### src/rtl/q2e_isqrt_cell.sv
// Module: one radix-4 step of the integer square root chain
`default_nettype none
module q2e_isqrt_cell #(
	parameter int Step = 0
) (
	input  wire logic        clk,
	input  wire logic        en,
	input  wire logic [60:0] n_in,
	input  wire logic [60:0] r_in,
	output logic      [60:0] n_out,
	output logic      [60:0] r_out
);
	localparam logic [60:0] Bit = 61'd1 << (60 - 2*Step);
	logic [61:0] trial;

	// Compare remainder against root plus current bit
	always_comb begin
		trial = {1'b0, r_in} + {1'b0, Bit};
	end

	// Advance one digit
	always_ff @(posedge clk) begin
		if (en) begin
			if ({1'b0, n_in} >= trial) begin
				n_out <= n_in - trial[60:0];
				r_out <= (r_in >> 1) + Bit;
			end else begin
				n_out <= n_in;
				r_out <= r_in >> 1;
			end
		end
	end
endmodule
`default_nettype wire

### config.mk
export PLATFORM = sky130hd
export DESIGN_NAME = q2e_isqrt_cell
export DESIGN_NICKNAME = d
export VERILOG_FILES = /design/src/rtl/q2e_isqrt_cell.sv
export SDC_FILE = /design/constraint.sdc
export NUM_CORES = 1
export LEC_CHECK = 0
export BUFFER_PORTS_ARGS = -buffer_cell sky130_fd_sc_hd__buf_2
export CAP_MARGIN = 10
export CORE_ASPECT_RATIO = 1.1
export CORE_MARGIN = 3
export CORE_UTILIZATION = 58
export DETAILED_ROUTE_END_ITERATION = 10
export PLACE_DENSITY = 0.95
export SKIP_LAST_GASP = 1
export SYNTH_ARGS = -nofsm -noshare
export SYNTH_HDL_FRONTEND = slang
export SYNTH_SLANG_ARGS = --single-unit
### constraint.sdc
create_clock -name clk -period 6.8 [get_ports clk]
set_clock_uncertainty 0.2 [all_clocks]
set_input_delay 0.34 -clock clk [delete_from_list [all_inputs] [get_ports clk]]
set_output_delay 0.34 -clock clk [all_outputs]
set_load 0.03 [all_outputs]
==> results.md <==
- Status: finished, final reports clean
- Crit path max fanout: 23
- Worst VDD drop: 0.234 mV
- Final setup fails: 0
- Internal power: 1740 uW
- Sequential Power Share: 0.357
- Final Non-Filler Cells: 1,336
- Yosys reg bits: 122
- CP Class: input port to register
- Ports: 246
- Combinational group share of total power: 0.318
- Wirelength per Cell: 19.3 um
- Post-DP HPWL: 18,000 um
- First-pass GRT wire length: 40,200 um
- Number of enable flip-flop cells after synthesis: 122
- Layout net count: 1,315
- Final non-filler cell area: 11,200 um2
- Sw Ratio: 0.338
- GRT Residual Overflow: 0
- Initial drt markers: 750
- Slowest-stage cell, CP: o21ai_4
- Critical Path Start Type: input port
- Die area: 16,600 um2
- Distinct cell type count after synthesis: 64
- RSZ-0062 raised after global routing: false
- Min Hold Slack: 0.0296 ns
- Mapped Area: 8730 um2
- Share of cells above drive strength 1: 0.307
- Worst Path Arrival: 4.88 ns
- Leading area contributor after synthesis: edfxtp_1
- Syn Nets: 1,025
- Post-place instance area: 10,000 um2
- Starting Density: 0.599
- Largest family of logic cells by synthesized area: compound AO/OA/AOI/OAI gates
- Min Tclk post-route: 4.89 ns
- Synth Area in XOR/XNOR: 0.0532
- Ys Warns: 0
- Final period util: 0.720
- Routability congestion estimate: 0.952
- DRC violations left: 0
- Critical path required time: 6.79 ns
- Hold Startpoint: n_in[43]
- Fill count: 923
- Worst-path clk slew: 0.06 ns
- Net switching power: 892 uW
- Highest Clock Rate: 0.204 GHz
- Crit. End Element: register
- Rows: 46
- Sequential area share after synthesis: 0.420
- DR pass1 iterations: 5
- Final wirelength: 25,700 um
- H-Tree Depth: 4
- # port buffers: 245
- Mean Syn Cell Area: 10.4 um2
- HP Class: input port to register
- Antenna viol nets, final: 0
- CTS max path bufs: 2
- Most frequent cell after synthesis: edfxtp_1
- Cells after synthesis: 838
- TritonCTS buffer count: 17
- DP Cell Count: 1,241
- Area share of the largest cell type after synthesis: 0.420
- Antenna violations before repair: 4
- Synth-to-layout area growth: 28.2%
- Fin. Hold Viols: 0
- Most used DFF post-synth: edfxtp_1
- Setup TNS: 0 ns
- Post-synthesis adder-cell area fraction: 0.0912
- Slowest stage delay, CP: 0.72 ns
- Post-Synth Simple-Gate Area: 0.105
- P per Cell Area: 236 nW/um2
- Root buf cell: clkbuf_16
- CORE AREA: 14,600 um2
- Worst path cell trace: dlygate4sd3_1 -> buf_2 -> inv_1 -> ha_1 -> nand4_1 -> o221ai_1 -> a21oi_1 -> a2111oi_4 -> nor4_2 -> o31ai_2 -> a21oi_2 -> o21ai_4 -> buf_4 -> mux2_2
- Slew HR: 0.307
- Least-Margin Pin Slew: 1.04 ns
- Vias/cell: 5.97
- Top post-synthesis cells by area: edfxtp_1 (42%), mux2_4 (9.8%), ha_1 (8.9%), a21oi_1 (4.5%), inv_1 (3.8%)
- Total number of vias: 7,974
- Die Ht: 135 um
- Clock power frac: 0.326
- Leading post-synthesis cells by instance count: edfxtp_1 (122), inv_1 (88), a21oi_1 (78), ha_1 (62), nand2_1 (59)
- Largest net degree at the start of global routing: 75
- Async set-or-reset flop fraction in the synthesized netlist: 0
- Worst setup path startpoint: r_in[9]
- Final slew viol count: 0
- Clk sinks: 122
- Width of the die: 123 um
- Max Cap Viol: 0
- CTS tree: built
- Vias in the first global route: 8,103
- Mux share of post-synthesis cell area: 0.104
- Compound-cell area share of the yosys netlist: 0.167
- All-Layer GR Usage: 0.309
- Leak Pwr: 0.00510 uW
worst max-delay path, delay by kind of cell:
| family | cells | cell delay, ns |
|---|---|---|
| simple gates | 2 | 0.35 |
| buf+inv | 4 | 1.21 |
| mux | 1 | 0.39 |
| fa+ha+maj | 1 | 0.41 |
| compound gates | 6 | 2.14 |
through the flow:
| step | utilization | setup WS (ns) | total power (uW) |
|---|---|---|---|
| after floorplan | - | 3.35 | 1520 |
| after global placement | 0.689 | 2.18 | 1720 |
| after detailed placement | 0.689 | 2.02 | 1740 |
| after CTS | 0.768 | 1.92 | 2620 |
| after global routing | 0.769 | 1.66 | 2730 |
| final | 0.769 | 1.91 | 2640 |
metal layers:
metal,track usage,vias to the layer above,share of wire
li1,-,3665,-
met1,0.353,3797,0.37
met2,0.548,430,0.51
met3,0.0666,82,0.080
met4,0.140,0,0.040
met5,0,-,0
state kept, by name, indices dropped and copies added (netlist names):
signal / cells
n_out: 61
r_out: 61
cell families after synthesis:
family / Yosys count
AOI/OAI and AO/OA: 224
and+or+nand+nor: 189
buffers and inverters: 125
DFF: 122
adders and majority gates: 63
muxes: 62
xor gates and xnor gates: 53
path summary, 6_finish.rpt:
| check | to | slack [ns] | cells past startpoint |
|---|---|---|---|
| worst max-delay path | n_out[60]$_DFFE_PP_ | 1.91 | 14 |
| worst min-delay path | n_out[43]$_DFFE_PP_ | 0.03 | 2 |
final cells by class:
class	instances	area [um2]	share of cell area
antenna	3	7.51	0.000671
clock inverter	15	128	0.0114
inverter	88	330	0.0295
timing repair buffer	308	1850	0.165
sequential	122	3660	0.327
multi-input combinational	591	4540	0.406
clock buffer	17	425	0.0380
tap	192	240	0.0215
power by group through the flow:
stage	Sequential (uW)	Combinational (uW)	Clock [uW]
final	940	837	859
after global routing	946	893	895
after CTS	939	821	859
after detailed placement	953	785	0
after global placement	949	767	0
after floorplan	1110	410	0
repair_timing:
item                                    4_1_cts  5_1_grt
endpoints found under the hold margin        60        0
hold buffers                                 60        0
endpoints found under the setup margin        0        0
buffers inserted                              0        0
resized for setup                             0        0
layout by cell type (no fill, tap or decap), types with 8 or more instances in the layout:
cell type	instances
edfxtp_1	122
mux2_4	57
dlygate4sd3_1	60
o21a_1	8
buf_2	244
ha_1	62
nand2_1	59
a21o_1	20
nor2_1	37
nand3_1	18
and3_1	8
inv_1	88
xnor2_1	33
a21oi_1	78
a31oi_1	10
nand4_1	22
nor3_1	15
xor2_1	20
clkbuf_16	17
o21ai_0	36
o21bai_1	18
Note: power is estimated with default switching activity, not from simulation.
